===== src/rtl/core/cpc_delay.sv =====
`timescale 1ns / 1ps

module cpc_delay #(
    parameter int WIDTH = 8,
    parameter int DEPTH = 2
) (
    input  logic             i_clk,
    input  logic             i_rst_n,
    input  logic             i_en,
    input  logic             i_valid,
    input  logic [WIDTH-1:0] i_data,
    output logic             o_valid,
    output logic [WIDTH-1:0] o_data
);

    logic [WIDTH-1:0] r_data [DEPTH];
    logic [DEPTH-1:0] r_vld;

    always_ff @(posedge i_clk) begin
        if (!i_rst_n) begin
            r_vld <= '0;
        end else if (i_en) begin
            r_vld[0] <= i_valid;
            for (int k = 1; k < DEPTH; k++) begin
                r_vld[k] <= r_vld[k-1];
            end
        end
    end

    always_ff @(posedge i_clk) begin
        if (i_en) begin
            r_data[0] <= i_data;
            for (int k = 1; k < DEPTH; k++) begin
                r_data[k] <= r_data[k-1];
            end
        end
    end

    assign o_valid = r_vld[DEPTH-1];
    assign o_data  = r_data[DEPTH-1];

endmodule


===== config.mk =====
export PLATFORM = sky130hd
export DESIGN_NAME = cpc_delay
export DESIGN_NICKNAME = d
export VERILOG_FILES = /design/src/rtl/core/cpc_delay.sv
export SDC_FILE = /design/constraint.sdc
export NUM_CORES = 1
export LEC_CHECK = 0
export ABC_CLOCK_PERIOD_IN_PS = 800
export BUFFER_PORTS_ARGS = -buffer_cell sky130_fd_sc_hd__buf_4
export CORE_ASPECT_RATIO = 0.9
export CORE_MARGIN = 3
export CORE_UTILIZATION = 40
export DETAILED_ROUTE_END_ITERATION = 10
export HOLD_SLACK_MARGIN = 0.08
export PLACE_DENSITY = 0.7
export SYNTH_ARGS = -nofsm -noshare
export SYNTH_HDL_FRONTEND = slang
export SYNTH_SLANG_ARGS = --single-unit

===== constraint.sdc =====
create_clock -name i_clk -period 0.8 [get_ports i_clk]
set_clock_uncertainty 0.1 [all_clocks]
set_input_delay 0.12 -clock i_clk [delete_from_list [all_inputs] [get_ports i_clk]]
set_output_delay 0.12 -clock i_clk [all_outputs]
set_load 0.005 [all_outputs]

Yosys cells after proc, flatten, opt, wreduce, memory -nomap -nowiden
Memory sizes are Yosys's and may differ from the RTL's.
Cells that the tools add are included.

operators by class
  muxes and demuxes = 2

operators by type and width
  operator  number
  $mux 1    2

word-level totals
  word-level logic and storage cells = 4
  register bits = 2
  memory bits (writable) = 16
  input bits = 12
  memories = 1
  output and inout port bits = 9

memory list
  memory  depth  bits a word  rd ports  clocked after memory_dff  wr ports  RTL line  RTL
  r_data  2      8            2         0                         2         16        logic [WIDTH-1:0] r_data [DEPTH];

Longest topological paths before layout
  word-level depth = 2
  gate-level depth with buffers = 2
  depth with buffers taken out = 2

Worst setup path before layout
Ideal clock, no wire load.

  path type = register to register
  start point = memory r_data[0][2]
  end point = memory r_data[1][2], in the netlist r_data[0][10] (data pin)
  data arrival time = 0.323 ns
  clock period less this slack = 0.689 ns
  data required time = 0.434 ns
  stages on the path, launching flop included = 1
  buffers on the path = 0
  setup time = 0.266 ns
  path slack = 0.111 ns
  cell sequence = edfxtp_1

RTL lines
  item             RTL line
  start, declared  16

==> impl_metrics.yaml <==
status:
  outcome: "finished with violations"
  violations: "hold timing, setup timing"
critical_path:
  path_class: "register to output port"
  cp-start-kind: "register"
  crit_path_cell_trace: "buf_4"
  r2r-end: "r_data[0][11]$_DFFE_PP_"
  worstSetupEndpointType: "output port"
  crit_arrival_ps: 810
  path_delay_family: "flip-flops"
  r2r_slack_ps: 50
  cp_max_fo: 1
  worstPathRequired_ps: 580
  rr_worst_depth: 0
  crit_buf_inv: 1
  crit_path_top_delay_cell: "edfxtp_1"
  cpPeakStageDelay_ps: 380
  regToRegStartpoint: "r_data[0][3]$_DFFE_PP_"
clocking:
  cts-root-buf: "clkbuf_4"
  cts_tree: "built"
  cts_setup_buffers: 0
  cts_made_buffers: 3
  clock_tree.buffer_depth: 2
  cts_sinks: 18
  insertion_delay_ps: 280
  clk_pin_slew_worst_paths_ps: 100
  htree_levels: 1
power:
  power_mw: 1.67
  pwr-share-comb_pct: 6.9
  p_leak_nw: 0.303
  p_int_mw: 1.37
  seqPwrFrac_pct: 66.8
  switching_power_uw: 305
  clock_power_share_pct: 26.3
  ir_worst_vdd_uv: 1320
  swShare_pct: 18.3
  powerDensity_nw_per_um2: 2200
finish:
  multiInputGateArea_sq_um: 32.5
  layout.cells.non_filler: 60
  num-fill-cells: 113
  syn_to_final_growth_pct: 23.9
  seqCellArea_sq_um: 522
  antenna_cells: 0
  drive_gt1_share_pct: 52.2
  final_util_pct: 56.8
  fin_nets: 59
sta:
  tightest_slew_ps: 226
  min_period_ps: 1030
  hold_slack_ps: -94.4
  slew_headroom_pct: 85.0
  hold_viol_final: 10
  finalSetupViolations: 9
  fin_crit_sh_pct: 128
  rsz0062_at_grt: "true"
  max_freq_ghz: 0.975
  timing.final.ws_setup_ps: -225
  drv_slew: 0
floorplan:
  io_pins: 21
  start_util_pct: 45.9
  core_area_sq_um: 1340
  die-area_sq_um: 2040
  die_w_um: 47.3
  core.rowCount: 12
  dieHeight_um: 43.1
global_route:
  grt_pass1_wl_um: 1240
  antenna_found_initial: 0
  grt_pass1_vias: 303
  grt_overflow_total: 0
  grt_max_degree: 19
  grtUsageTotal_pct: 9.11
detailed_routing:
  routed_wl_um: 811
  routed_via_density: 4.60
  num_vias: 276
  postRouteAntennaNets: 0
  drt_iter0_markers: 3
  drc: 0
  wl_per_cell_um: 13.5
  dr.pass1.iters: 2
logic_synthesis:
  synth_nets: 42
  synth_top_area_share_pct: 78.4
  synth-edff-count: 16
  syn_area_per_cell_sq_um: 20.4
  synthTopCellsByArea: "edfxtp_1, buf_4, dfxtp_1, mux2i_1, nor2b_1"
  synthArstFlopShare_pct: 0
  synth_commonest_cells: "edfxtp_1, buf_4, dfxtp_1, mux2i_1, nor2b_1"
  synth_cell_type_count: 5
  synth_flop_cell: "edfxtp_1"
  synth_seq_cells: 18
  synthesis.area_sq_um: 613
  synth_warnings: 0
  synth_most_common_cell: "edfxtp_1"
  ys_seq_area_share_pct: 84.9
  syn_inst: 30
  netlist.top_cell.by_area: "edfxtp_1"
job:
  cap_violations: 0
min_path:
  hp-class: "input port to register"
  min_to: "r_data[0][2]$_DFFE_PP_"
  worst_hold_startpoint: "i_data[2]"
  hold_depth: 1
placed_design:
  gp_congestion: 0.602
  dp.cells: 56
  port_buffers: 20
-- routing by layer --
metal | GRT usage (%) | up-vias | part of all wire, %
li1 | - | 131 | -
met1 | 11.0 | 129 | 40
met2 | 13.4 | 16 | 49
met3 | 2.54 | 0 | 11
met4 | 6.63 | 0 | 0
met5 | 0 | - | 0
-- placed cells by master (no fill, tap or decap) --
cell / instances
dfxtp_1: 1
edfxtp_1: 16
clkbuf_4: 3
dfxtp_2: 1
buf_6: 3
clkbuf_1: 1
buf_4: 17
mux2i_1: 2
nor2b_1: 2
-- sequential cells by signal, summed over array words and instances, names as in the netlist --
register / count
r_data: 16
r_vld: 2
-- kinds of logic (layout without fill, tap and decap cells) --
| family | after synthesis | in the layout | synth area share [%] |
|---|---|---|---|
| simple gates | 2 | 2 | 2.04 |
| mux | 2 | 2 | 3.27 |
| buf+inv | 8 | 24 | 9.80 |
| flops | 18 | 18 | 84.9 |
-- how the worst max path moves through the flow --
stage                            start                 endpoint  slack [ps]  depth (start not counted)
2_1_floorplan   r_data[0][2]$_DFFE_PP_  r_data[0][10]$_DFFE_PP_         110                          0
3_3_place_gp                      i_en    r_vld[1]$_SDFFE_PN0P_          -7                          3
3_5_place_dp                      i_en    r_vld[1]$_SDFFE_PN0P_         -50                          3
4_1_cts        r_data[0][10]$_DFFE_PP_                o_data[2]        -240                          1
5_1_grt        r_data[0][14]$_DFFE_PP_                o_data[6]        -260                          1
6_report       r_data[0][10]$_DFFE_PP_                o_data[2]        -230                          1
-- repair_timing --
action	CTS	global route
gates resized for setup	2	2
endpoints found under the setup margin	9	9
hold endpoints to repair	10	10
-- power by group through the flow --
stage                     Sequential (mW)  Clock (mW)  Combinational, mW
after global routing                 1.12       0.497              0.127
final                                1.12       0.439              0.116
after floorplan                      1.13           0             0.0487
after CTS                            1.12       0.455              0.115
after global placement               1.13           0              0.109
after detailed placement             1.14           0              0.114
-- stage by stage --
stage	TNS [ps]	setup slack [ps]	instance area (sq um)
global placement	-9.06	-7.10	721
detailed placement	-88.8	-45.1	721
finish	-1840	-225	759
global route	-2210	-262	759
floorplan	0	111	613
CTS	-1960	-237	752
-- area by class of cell --
cell class	instances	area share, %
sequential	18	68.7
multi-input combinational	4	4.28
timing repair buffer	20	21.3
tap	14	2.31
clock buffer	4	3.46
Power figures use the tool's default switching activity.
