## src/rtl/core/cpc_pkg.sv

```systemverilog
`timescale 1ns / 1ps

package cpc_pkg;

    localparam logic [31:0] EMPTY_CODE  = 32'hFFFF_FFFF;
    localparam int          PAIR_HALF   = 16;
    localparam logic [15:0] NORM_ONE    = 16'd16384;
    localparam int          NORM_SHIFT  = 14;
    localparam int          CDIV_STAGES = 32;
    localparam int          NDIV_STAGES = 15;
    localparam int          SQRT_STAGES = 32;

    typedef struct packed {
        logic        [31:0] pair_code;
        logic signed [31:0] a_x;
        logic signed [31:0] a_y;
        logic        [30:0] a_radius;
        logic signed [31:0] b_x;
        logic signed [31:0] b_y;
        logic        [30:0] b_radius;
    } t_in;

    typedef struct packed {
        logic        [15:0] index_a;
        logic        [15:0] index_b;
        logic signed [31:0] contact_x;
        logic signed [31:0] contact_y;
        logic signed [15:0] normal_x;
        logic signed [15:0] normal_y;
    } t_out;

    typedef struct packed {
        logic big_x;
        logic big_y;
        logic ra_zero;
        logic coincide;
        logic neg_x;
        logic neg_y;
    } t_side;

endpackage

```

## src/rtl/core/cpc_sqrt.sv

```systemverilog
`timescale 1ns / 1ps

// Floor square root of a 64-bit value, one root bit per register stage.
module cpc_sqrt (
    input  logic        i_clk,
    input  logic        i_en,
    input  logic [63:0] i_rad,
    output logic [31:0] o_root
);

    localparam int STAGES = cpc_pkg::SQRT_STAGES;
    localparam int REM_W  = 34;

    logic [63:0]      r_rad  [STAGES];
    logic [31:0]      r_root [STAGES];
    logic [REM_W-1:0] r_rem  [STAGES];

    for (genvar k = 0; k < STAGES; k++) begin : g_stage
        logic [63:0]      s_rad;
        logic [31:0]      s_root;
        logic [REM_W-1:0] s_rem;
        logic [REM_W+1:0] s_cur;
        logic [REM_W+1:0] s_try;
        logic             s_ge;

        if (k == 0) begin : g_first
            assign s_rad  = i_rad;
            assign s_root = '0;
            assign s_rem  = '0;
        end else begin : g_next
            assign s_rad  = r_rad[k-1];
            assign s_root = r_root[k-1];
            assign s_rem  = r_rem[k-1];
        end

        // Bring down the next two radicand bits and try the next root bit.
        assign s_cur = {s_rem, s_rad[63:62]};
        assign s_try = {2'b00, s_root, 2'b01};
        assign s_ge  = s_cur >= s_try;

        always_ff @(posedge i_clk) begin
            if (i_en) begin
                r_rad[k]  <= s_rad << 2;
                r_root[k] <= {s_root[30:0], s_ge};
                r_rem[k]  <= s_ge ? REM_W'(s_cur - s_try) : s_cur[REM_W-1:0];
            end
        end
    end

    assign o_root = r_root[STAGES-1];

endmodule

```

## config.mk

```make
export PLATFORM = sky130hd
export DESIGN_NAME = cpc_sqrt
export DESIGN_NICKNAME = d
export VERILOG_FILES = /design/src/rtl/core/cpc_pkg.sv /design/src/rtl/core/cpc_sqrt.sv
export SDC_FILE = /design/constraint.sdc
export NUM_CORES = 2
export LEC_CHECK = 0
export BUFFER_PORTS_ARGS = -buffer_cell sky130_fd_sc_hd__buf_2
export CORE_ASPECT_RATIO = 1.4
export CORE_MARGIN = 2
export CORE_UTILIZATION = 45
export DETAILED_ROUTE_END_ITERATION = 10
export SYNTH_ARGS = -nofsm -noshare
export SYNTH_HDL_FRONTEND = slang
export SYNTH_MEMORY_MAX_BITS = 65536
export SYNTH_SLANG_ARGS = --single-unit
```

## constraint.sdc

```tcl
create_clock -name i_clk -period 3.75 [get_ports i_clk]
set_input_delay 0 -clock i_clk [delete_from_list [all_inputs] [get_ports i_clk]]
set_output_delay 0 -clock i_clk [all_outputs]
set_load 0.005 [all_outputs]
```

==> Yosys cells after proc, flatten, opt, wreduce, memory -nomap -nowiden <==
Memories as Yosys holds them, arrays and structs flattened.
Cells that the tools add are included.
{ "op_classes": {"addsub": 32, "n_lt_le_gt_ge": 32, "mux": 34} }
{ "ops": {"columns": ["operator", "count"], "rows": [
  ["$ge A36 B34 Y1", 31],
  ["$mux W34", 32],
  ["$sub A34 B34 Y34", 31],
  ["$sub A2 B1 Y3 const B", 1],
  ["$ge A2 B1 Y1 const B", 1],
  ["$mux W1", 2]
]} }
{ "totals": {"reg_bits": 0, "mem_bits_rw": 4096, "inputBits": 66, "word_cells": 101, "n_memories": 3} }
{ "mem_list": {"columns": ["name", "depth", "word_bits", "read_ports", "rd_ports_with_merged_regs", "write_ports", "line_no", "text"], "rows": [
  ["r_rad", 32, 62, 31, 0, 32, "cpc_sqrt.sv:14", "logic [63:0] r_rad [STAGES];"],
  ["r_rem", 32, 34, 31, 0, 32, "cpc_sqrt.sv:16", "logic [REM_W-1:0] r_rem [STAGES];"],
  ["r_root", 32, 32, 32, 0, 32, "cpc_sqrt.sv:15", "logic [31:0] r_root [STAGES];"]
]} }

==> Logic depth before layout (Yosys ltp) <==
An unclocked memory read counts as a cell.
{ "depth": {"depth_word": 3, "mapped_depth": 14, "depth_no_buf": 12} }

==> Least setup slack after synthesis <==
Ideal clock, no wire load.
{ "synth_path": {"path_type": "register to register", "from": "memory r_rem[7][18], in the netlist r_rem[0][256]", "to": "memory r_rem[8][29], in the netlist r_rem[0][301], data pin", "setup_ns": 0.271, "t_arrival_ns": 3.134, "t_required_ns": 3.479, "path_slack_ns": 0.345, "path_stages_with_launch": 12, "synth_period_minus_slack_ns": 3.405, "cell_sequence": "edfxtp_1 > or3_1 > or4_1 > or3_1 > or2_1 > or3_1 > nor4_2 > or2_1 > buf_2 > buf_6 > nor4_1 > xor2_1"} }
{ "synth_rtl": {"columns": ["element", "line_no"], "rows": [
  ["start: declaration", "cpc_sqrt.sv:16"]
]} }

==> key figures <==
STA
  – Final worst slack: around 0.17 ns
  – Upper clock frequency limit: about 280 MHz
  – Fin crit period: roughly 3.6 ns
  – Fin. Hold Viols: 0
  – Final Skew: a little under 0.06 ns
  – RSZ-0062 raised after global routing: no
  – Period utilization: 0.9544
  – Worst slew pin tran: just under 1 ns
  – Max_slew headroom: 0.3257
  – Max-slew violations: 0
  – Finish-stage setup viols: 0
  – Final TNS setup: 0 ns

CTS
  – Worst-skew pair later-pin latency: 0.95 ns
  – CTS H-tree depth: 4
  – Worst-path clk slew: 0.07 ns
  – Cts bufs inserted: between 200 and 250
  – CTS root buf: clkbuf_16
  – CTS tree: done
  – Clk sinks: around 2500
  – CTS max path bufs: 4
  – Post-CTS Setup Repair Bufs: 0

Synthesis
  – Post-synth top area cell: edfxtp_1
  – EDFF count, synth: 2523
  – Most common cell in the netlist: edfxtp_1
  – Most used DFF post-synth: edfxtp_1
  – Post-Syn Instances: 9058
  – Commonest cells post-synth: 2523 x edfxtp_1, 702 x inv_1, 680 x nand2_1
  – #FFs+latches synth: 2523
  – Post-synthesis area per instance: around 13 µm²
  – Post-synth net total: 9686
  – Synth async-reset ratio: 0
  – Cell Area, Synth: 117300 µm²
  – Warnings from Yosys: 0
  – Synth area leaders: edfxtp_1 65%, ha_1 6.0%, xor2_1 3.3%
  – Synth cell types: 87
  – Post-synth top area share: 0.6461
  – Post-synthesis sequential area ratio: 0.6461

GRT
  – First-pass GRT wire length: approximately 400000 µm
  – Largest net degree at the start of global routing: 124
  – Initial antenna violation count: 1
  – Global route overflow: 0
  – Vias in the first global route: 71423
  – Gr usage total: 0.1957

Floorplanning
  – Die area: ~260000 µm²
  – Chip width: 435.4 µm
  – Die Ht: 608.0 µm
  – Io pins: 98
  – Initial cell density of the core: 0.4526
  – Total core area: 259100 µm²
  – Row count: 221

Route
  – ANT nets after route: 0
  – Avg Vias per Cell: 5.334
  – Wire per inst: ~20 µm
  – Number of DRC markers in iteration 0: 4316
  – Final WL: 263700 µm
  – Drt first pass iters: 6
  – DRC: 0
  – Via count: 70691

Critical path
  – CP max FO: 38
  – Worst setup SP type: flop
  – Worst Setup End Kind: flop
  – CP arrival: 4.21 ns
  – CP Class: flop to flop
  – Worst EP required: 4.38 ns

Power
  – Leak: 50.68 nW
  – Pwr Density: 600.0 nW/µm²
  – VDD IR max: 521.0 µV

Hold path
  – HP Class: primary input to flop

Outcome
  – Status: complete, no violations

Layout
  – Multi-input gate area: 38390 µm²
  – Layout cells sized above 1: 0.08577
  – Register area: 75760 µm²
  – Nets: 10225
  – Syn-to-layout area delta: 13.59%
  – Fillers: 22023

Placed design
  – # port buffers: a little under 100
  – DP HPWL: ~200000 µm
  – Final GP Congestion: 0.9017
  – Post-Place Worst Slack: approximately 0.10 ns

Run
  – Max_cap viols: 0
[through the flow]
stage	total power, mW	cells	utilization	hold WS (ns)	area, µm²
after floorplan	49.17	9058	-	0.09887	117300
after global placement	55.46	12673	0.4778	0.1768	123800
after detailed placement	55.64	12673	0.4778	0.1781	123800
after CTS	80.83	13250	0.5138	0.1578	133100
after global routing	83.93	13252	0.5141	0.1850	133200
final	79.92	13252	0.5141	0.1971	133200
[timing repair]
action,4_1_cts,5_1_grt
hold buffers,130,0
hold endpoints to repair,718,0
resized for setup,0,13
setup endpoints to repair,0,18
[worst paths after layout]
kind	from	end	slack, ns	cells past startpoint
setup / recovery	r_root[1][385]	r_rem[1][452]	0.17	12
hold / removal	i_en	r_rad[0][27]	0.20	2
setup reg to reg	r_root[1][385]	r_rem[1][452]	0.17	12
hold reg to reg	r_rad[0][481]	r_rad[0][545]	0.39	0
[cells by family after synthesis]
logic type / after synthesis / share of synthesized area
XOR/XNOR: 855 / 0.06386
adder cells (fa/ha/maj): 562 / 0.05997
AND/OR/NAND/NOR: 2326 / 0.09724
flip-flops: 2523 / 0.6461
multiplexers: 78 / 0.007331
buffers and inverters: 866 / 0.02788
other: 1 / 0.00003198
AO/OA/AOI/OAI: 1847 / 0.09754
[area by class of cell]
class,count,area share
antenna,2,0.00003758
clock buffer,281,0.04784
clock inverter,166,0.01251
inverter,703,0.01981
multi-input combinational,5669,0.2882
sequential,2523,0.5688
tap,3456,0.03247
timing repair buffer,452,0.03028
[layout by cell type (no fill, tap or decap), types with 92 or more instances in the layout]
master | Yosys | routed
nor4_1 | 135 | 134
o21a_1 | 93 | 93
a21o_1 | 230 | 230
a21oi_1 | 513 | 510
nand2_1 | 680 | 680
nand2b_1 | 127 | 127
clkbuf_16 | 0 | 250
or3_1 | 93 | 92
buf_2 | 6 | 96
ha_1 | 562 | 562
edfxtp_1 | 2523 | 2523
nand3_1 | 119 | 119
inv_1 | 702 | 702
buf_4 | 1 | 181
o21ai_0 | 545 | 544
xor2_1 | 447 | 447
nor3_1 | 213 | 212
xnor2_1 | 408 | 408
dlygate4sd3_1 | 0 | 130
nor2_1 | 537 | 537
[power breakdown]
| group | switching, mW | internal [mW] | total (mW) |
|---|---|---|---|
| logic | 9.91 | 7.01 | 16.9 |
| clock network | 10.6 | 14.1 | 24.7 |
| registers | 2.62 | 35.6 | 38.3 |
[routing by layer]
metal,part of all wire,global-route usage
met1,0.37,0.2070
met2,0.55,0.3785
met3,0.030,0.02331
met4,0.054,0.09690
met5,0,0
[critical path, cell delays in order, from the launching register on]
cell and delay [ns]:
edfxtp_1 0.52, inv_1 0.08, ha_1 0.37, o211ai_1 0.10
a21oi_1 0.26, o21ai_1 0.18, o21ai_0 0.60, a21oi_1 0.18
nand2_1 0.13, a211oi_4 0.08, buf_12 0.19, buf_4 0.18
o31ai_1 0.43
[state kept, by name (all words and copies together), names as in the netlist]
| name | count |
|---|---|
| r_rad | 992 |
| r_rem | 1003 |
| r_root | 528 |
No activity file was read; power rests on OpenSTA's default activity.
