File: config.mk
export PLATFORM = sky130hd
export DESIGN_NAME = cpc_div
export DESIGN_NICKNAME = d
export VERILOG_FILES = /design/src/rtl/core/cpc_div.sv
export SDC_FILE = /design/constraint.sdc
export NUM_CORES = 2
export LEC_CHECK = 0
export ABC_AREA = 1
export BUFFER_PORTS_ARGS = -buffer_cell sky130_fd_sc_hd__buf_2
export CAP_MARGIN = 20
export CORE_AREA = 2 2 515 517
export CTS_CLUSTER_SIZE = 12
export DETAILED_ROUTE_END_ITERATION = 6
export DIE_AREA = 0 0 517 519
export PLACE_DENSITY_LB_ADDON = 0.1
export SETUP_SLACK_MARGIN = 0.05
export SKIP_CTS_REPAIR_TIMING = 1
export SYNTH_ARGS = -nofsm -noshare
export SYNTH_HDL_FRONTEND = slang
export SYNTH_SLANG_ARGS = --single-unit
File: constraint.sdc
create_clock -name i_clk -period 1.95 [get_ports i_clk]
set_input_delay 0.195 -clock i_clk [delete_from_list [all_inputs] [get_ports i_clk]]
set_output_delay 0.195 -clock i_clk [all_outputs]
set_load 0.01 [all_outputs]
File: src/rtl/core/cpc_div.sv
`timescale 1ns / 1ps

// Restoring divider, one quotient bit per register stage.
// The upper DBITS bits of the numerator must be below the divisor.
module cpc_div #(
    parameter int QBITS = 15,
    parameter int DBITS = 32
) (
    input  logic                   i_clk,
    input  logic                   i_en,
    input  logic [QBITS+DBITS-1:0] i_num,
    input  logic [DBITS-1:0]       i_den,
    output logic [QBITS-1:0]       o_quot
);

    logic [DBITS-1:0] r_rem [QBITS];
    logic [QBITS-1:0] r_low [QBITS];
    logic [QBITS-1:0] r_quo [QBITS];
    logic [DBITS-1:0] r_den [QBITS];

    for (genvar k = 0; k < QBITS; k++) begin : g_stage
        logic [DBITS-1:0] s_rem;
        logic [DBITS-1:0] s_den;
        logic [QBITS-1:0] s_low;
        logic [QBITS-1:0] s_quo;
        logic [DBITS:0]   s_trial;
        logic             s_ge;

        if (k == 0) begin : g_first
            assign s_rem = i_num[QBITS+DBITS-1:QBITS];
            assign s_low = i_num[QBITS-1:0];
            assign s_quo = '0;
            assign s_den = i_den;
        end else begin : g_next
            assign s_rem = r_rem[k-1];
            assign s_low = r_low[k-1];
            assign s_quo = r_quo[k-1];
            assign s_den = r_den[k-1];
        end

        assign s_trial = {s_rem, s_low[QBITS-1]};
        assign s_ge    = s_trial >= {1'b0, s_den};

        always_ff @(posedge i_clk) begin
            if (i_en) begin
                r_rem[k] <= s_ge ? DBITS'(s_trial - {1'b0, s_den}) : s_trial[DBITS-1:0];
                r_low[k] <= s_low << 1;
                r_quo[k] <= (s_quo << 1) | QBITS'(s_ge);
                r_den[k] <= s_den;
            end
        end
    end

    assign o_quot = r_quo[QBITS-1];

endmodule

### Yosys cells after proc, flatten, opt, wreduce, memory -nomap -nowiden

Memories as Yosys holds them, arrays and structs flattened.
Cells that the tools add are included.

| word-level totals | value |
|---|---|
| flip-flop bits (word level) | 0 |
| RAM bits | 1,395 |
| input bits | 81 |
| output and inout port bits | 15 |
| word-level logic and storage cells | 65 |
| memories | 4 |

| cells by class | value |
|---|---|
| $add $sub $neg | 15 |
| magnitude comparators | 15 |
| mux-type cells | 17 |
| bitwise gates (word level) | 14 |

Memory list:

| name | depth | bits a word | read ports | clocked after Yosys merged registers in | wr ports | RTL line | text |
|---|---|---|---|---|---|---|---|
| r_den | 15 | 32 | 14 | 0 | 15 | 19 | `logic [DBITS-1:0] r_den [QBITS];` |
| r_rem | 15 | 32 | 14 | 0 | 15 | 16 | `logic [DBITS-1:0] r_rem [QBITS];` |
| r_quo | 15 | 15 | 15 | 0 | 15 | 18 | `logic [QBITS-1:0] r_quo [QBITS];` |
| r_low | 15 | 14 | 14 | 0 | 15 | 17 | `logic [QBITS-1:0] r_low [QBITS];` |

Operators by type and width:

| operator | number |
|---|---|
| 33-bit by 32-bit >= comparator with 1-bit output | 15 |
| 32-bit two-way mux | 15 |
| 32-bit subtractor | 15 |
| 15-bit by 1-bit bitwise OR with 15-bit output | 14 |
| 1-bit two-way mux | 2 |

### Longest topological paths before layout

An unclocked memory read counts as a cell.

| depth | value |
|---|---|
| depth after elaboration | 3 |
| depth in mapped cells | 16 |

### Worst setup path before layout

No wires, ideal clock.

| timing path | value |
|---|---|
| kind | register to register |
| start | memory r_rem[11][3], in the netlist r_rem[5][35] |
| end | memory r_rem[12][22], in the netlist r_rem[6][22], data pin |
| library setup time | 0.252 ns |
| arrival | 1.746 ns |
| data required time | 1.698 ns |
| setup slack | -0.049 ns |
| cell stages (with the launch flop) | 14 |
| path through | edfxtp_1 ha_1 nand2_1 nand2_1 nand3b_2 nand2_2 nand2_4 nand2_4 nand2_4 nand2_4 nand2_8 buf_6 nand2_1 nand2_1 |

RTL lines:

| item | RTL line |
|---|---|
| start, declared | 16 |

==> key figures <==
Logic synthesis
  • Avg Cell Area, Syn: around 7.5 sq um
  • Ys flop type: edfxtp_1
  • Post-synth top area cell: edfxtp_1
  • Yosys warns: 0
  • Synthesized area: slightly below 80000 sq um
  • Post-synth EDFFs: 1121
  • Net Count, Synth: around 11000
  • Post-synth top cells: nand2_1 (4004), inv_1 (2180), edfxtp_1 (1121)
  • Seq cells post-synth: between 1000 and 1500
  • Gate count of the mapped netlist: ~10000
  • Post-synthesis sequential area ratio: 0.4285
  • Distinct cells, synth: 37
  • Count leader, synth: nand2_1
  • Asr flop ratio synth: 0
  • Share of the synthesized area in the top cell type: 0.4285
  • Top post-synthesis cells by area: edfxtp_1 (43%), nand2_1 (19%), inv_1 (10%)

Die
  • Num ports: 96
  • Die ar.: approximately 270000 sq um
  • Die Width: about 520 microns
  • Initial cell density of the core: 0.2982
  • Core Area: 263400 sq um
  • Die Y: 519 microns
  • Cell row count: around 190

Power
  • PD cells: approximately 1500 nW/um^2
  • Leakage Power: 59.23 nW
  • Register share of total power: 0.235
  • Maximum vdd ir drop: 0.9287 mV
  • Clock share of power: 0.154
  • Gate power share: 0.611
  • Power Internal: between 100 and 150 mW
  • Switching power total: 75.40 mW
  • Pwr Total: between 150 and 200 mW
  • Switch share: 0.4290

Detailed routing
  • Antenna Violating Nets Remaining: 0
  • Met2 Routed Length: ~150000 microns
  • Via Count: roughly 75000
  • Vias per cell: roughly 4.4
  • # DRC: 0
  • DR WL/cell: roughly 18 microns
  • DR iter-0 viols: about 4500
  • Met1 WL: ~130000 microns
  • DR top layer: met4
  • Drt pass-1 iters: 6
  • Detailed Route WL: between 300000 and 400000 microns
  • Met3 wire length: slightly below 9000 microns

Clocking
  • CTS sink cnt: around 1100
  • Register clock-pin slew on the reported worst setup and hold paths: 60 ps
  • Number of CTS-inserted buffers: roughly 150
  • Htree depth: 4
  • Clk buf depth: 4
  • CTS tree: yes
  • Clock Latency Late Sink: about 840 ps
  • Root Driver: clkbuf_16

Critical path
  • Critical Path End Type: register
  • CP Cell Sequence: ha_4, nand2_4, nor2_4, inv_2, nor2_4, inv_2, nor3_4, nand2_8, clkbuf_16, nand3_1, nand2_2
  • CP max stage cell: edfxtp_1
  • Worst path required time: approximately 2500 ps
  • Arrival time at the worst endpoint: about 3000 ps
  • WS Path Type: register to register
  • Worst stage delay on the critical path: approximately 520 ps
  • Buf+Inv Stages, Crit Path: 3
  • Startpoint types: register
  • CP Max Fanout: 8
  • Top delay family on crit path: simple AND/OR/NAND/NOR gates

STA
  • Tightest Pin Transition: roughly 640 ps
  • Setup ws final: -492.0 ps
  • Final Cycle Share: 1.252
  • Max Slew Vio Count: 0
  • Max Clock Freq: roughly 0.41 GHz
  • TNS Setup: -156770 ps
  • Endpoints failing setup: 430
  • Min Tclk post-route: between 2000 and 2500 ps
  • RSZ-0062 raised after global routing: yes
  • Fin. Hold Viols: 0
  • Clock skew: between 70 and 80 ps
  • Max-slew headroom: 0.5720
  • Hold WS: 54.06 ps

Placement
  • DP HPWL: 251500 microns
  • Routability cong.: 0.9267
  • Port buffer count: 95

Outcome
  • Status: finished with violations
  • Failing checks: setup timing

Global route
  • All-layer global routing usage: 0.2211
  • Vias in the first global route: 72750
  • First-pass GRT wire length: 447400 microns
  • Largest net degree at the start of global routing: 87
  • GRT Residual Overflow: 0
  • Initial antenna violation count: 6

Final layout
  • Area grow syn2layout: 46.89%
  • Layout cells sized above 1: 0.3141
  • Nets: 13960

Job
  • # Max-Cap Violations: 0

Min path
  • Tightest Hold Check Type: input pin to register
## registers in the layout, summed over array words and instances, names as in the netlist
name,cells
r_quo,120
r_den,448
r_low,105
r_rem,448
## path summary, 6_finish.rpt
path                          startpoint                endpoint  slack (ps)  cells after the start
hold reg to reg   r_low[2][12]$_DFFE_PP_  r_low[3][13]$_DFFE_PP_         410                      0
setup / recovery  r_rem[5][21]$_DFFE_PP_  r_rem[5][33]$_DFFE_PP_        -490                     11
setup reg to reg  r_rem[5][21]$_DFFE_PP_  r_rem[5][33]$_DFFE_PP_        -490                     11
hold / removal                 i_num[15]   r_rem[0][1]$_DFFE_PP_          50                      6
## routing by layer
metal	up-vias	track usage
li1	38500	-
met2	1243	0.3978
met3	419	0.01715
met5	-	0
met1	34570	0.2753
met4	0	0.07660
## cell usage in the layout, fill, tap and decap left out, drive strengths merged
cell type,netlist,routed
clkinvlp,0,15
xor2,177,177
and2,67,67
buf,131,2803
nor3b,2,2
nand2,4089,4101
edfxtp,1121,1121
bufinv,0,15
inv,2194,2200
nor3,122,122
clkbuf,0,187
clkinv,0,41
nand3,913,913
dlygate4sd3,0,80
a21oi,287,287
o21ai,32,32
nand3b,106,106
nor2,627,628
diode,0,4
o21bai,18,18
xnor2,19,19
ha,480,480
nand4,42,42
nor4,3,3
fa,14,14
or2,7,7
a21o,4,4
## kinds of logic (layout without fill, tap and decap cells)
family | after synthesis | after routing | synth area share
XOR/XNOR | 196 | 196 | 0.02185
AND/OR/NAND/NOR | 5978 | 5991 | 0.3296
buffers and inverters | 2325 | 5341 | 0.1175
adder cells (fa/ha/maj) | 494 | 494 | 0.08001
other | 0 | 4 | 0
AO/OA/AOI/OAI | 341 | 341 | 0.02257
flip-flops | 1121 | 1121 | 0.4285
## through the flow
step                utilization  setup WS [ps]  std cells  instance area (sq um)
floorplan                     -          2.636      10460                  80890
global placement         0.3968         -930.7      16470                 104500
detailed placement       0.3968         -922.8      16470                 104500
CTS                      0.4146         -987.2      16720                 109200
global route             0.4381         -548.8      17020                 115400
finish                   0.4381         -492.0      17020                 115400
## final cells by class
type,instances,area (sq um)
multi-input cells,7022,41340
clock inverters,77,838.3
inverters,2194,8238
repair buffers,2893,23030
flip-flops and latches,1121,33660
well taps,3533,4420
diodes,4,10.01
fillers,26780,148000
clock buffers,177,3855
## worst reg2reg max path, stage by stage (launching register included)
cell and delay [ps]:
edfxtp_1 520, ha_4 370, nand2_4 70, nor2_4 120, inv_2 60, nor2_4 90
inv_2 60, nor3_4 300, nand2_8 190, clkbuf_16 230, nand3_1 90, nand2_2 90
## power by group through the flow
| stage | clock network (mW) | registers [mW] | logic (mW) |
|---|---|---|---|
| floorplan | 0 | 38.3 | 51.7 |
| global placement | 0 | 41.7 | 98.7 |
| detailed placement | 0 | 41.6 | 98.9 |
| CTS | 28.0 | 41.2 | 99.4 |
| global route | 28.8 | 41.8 | 118 |
| finish | 27.1 | 41.3 | 107 |
Power figures use the tool's default switching activity.
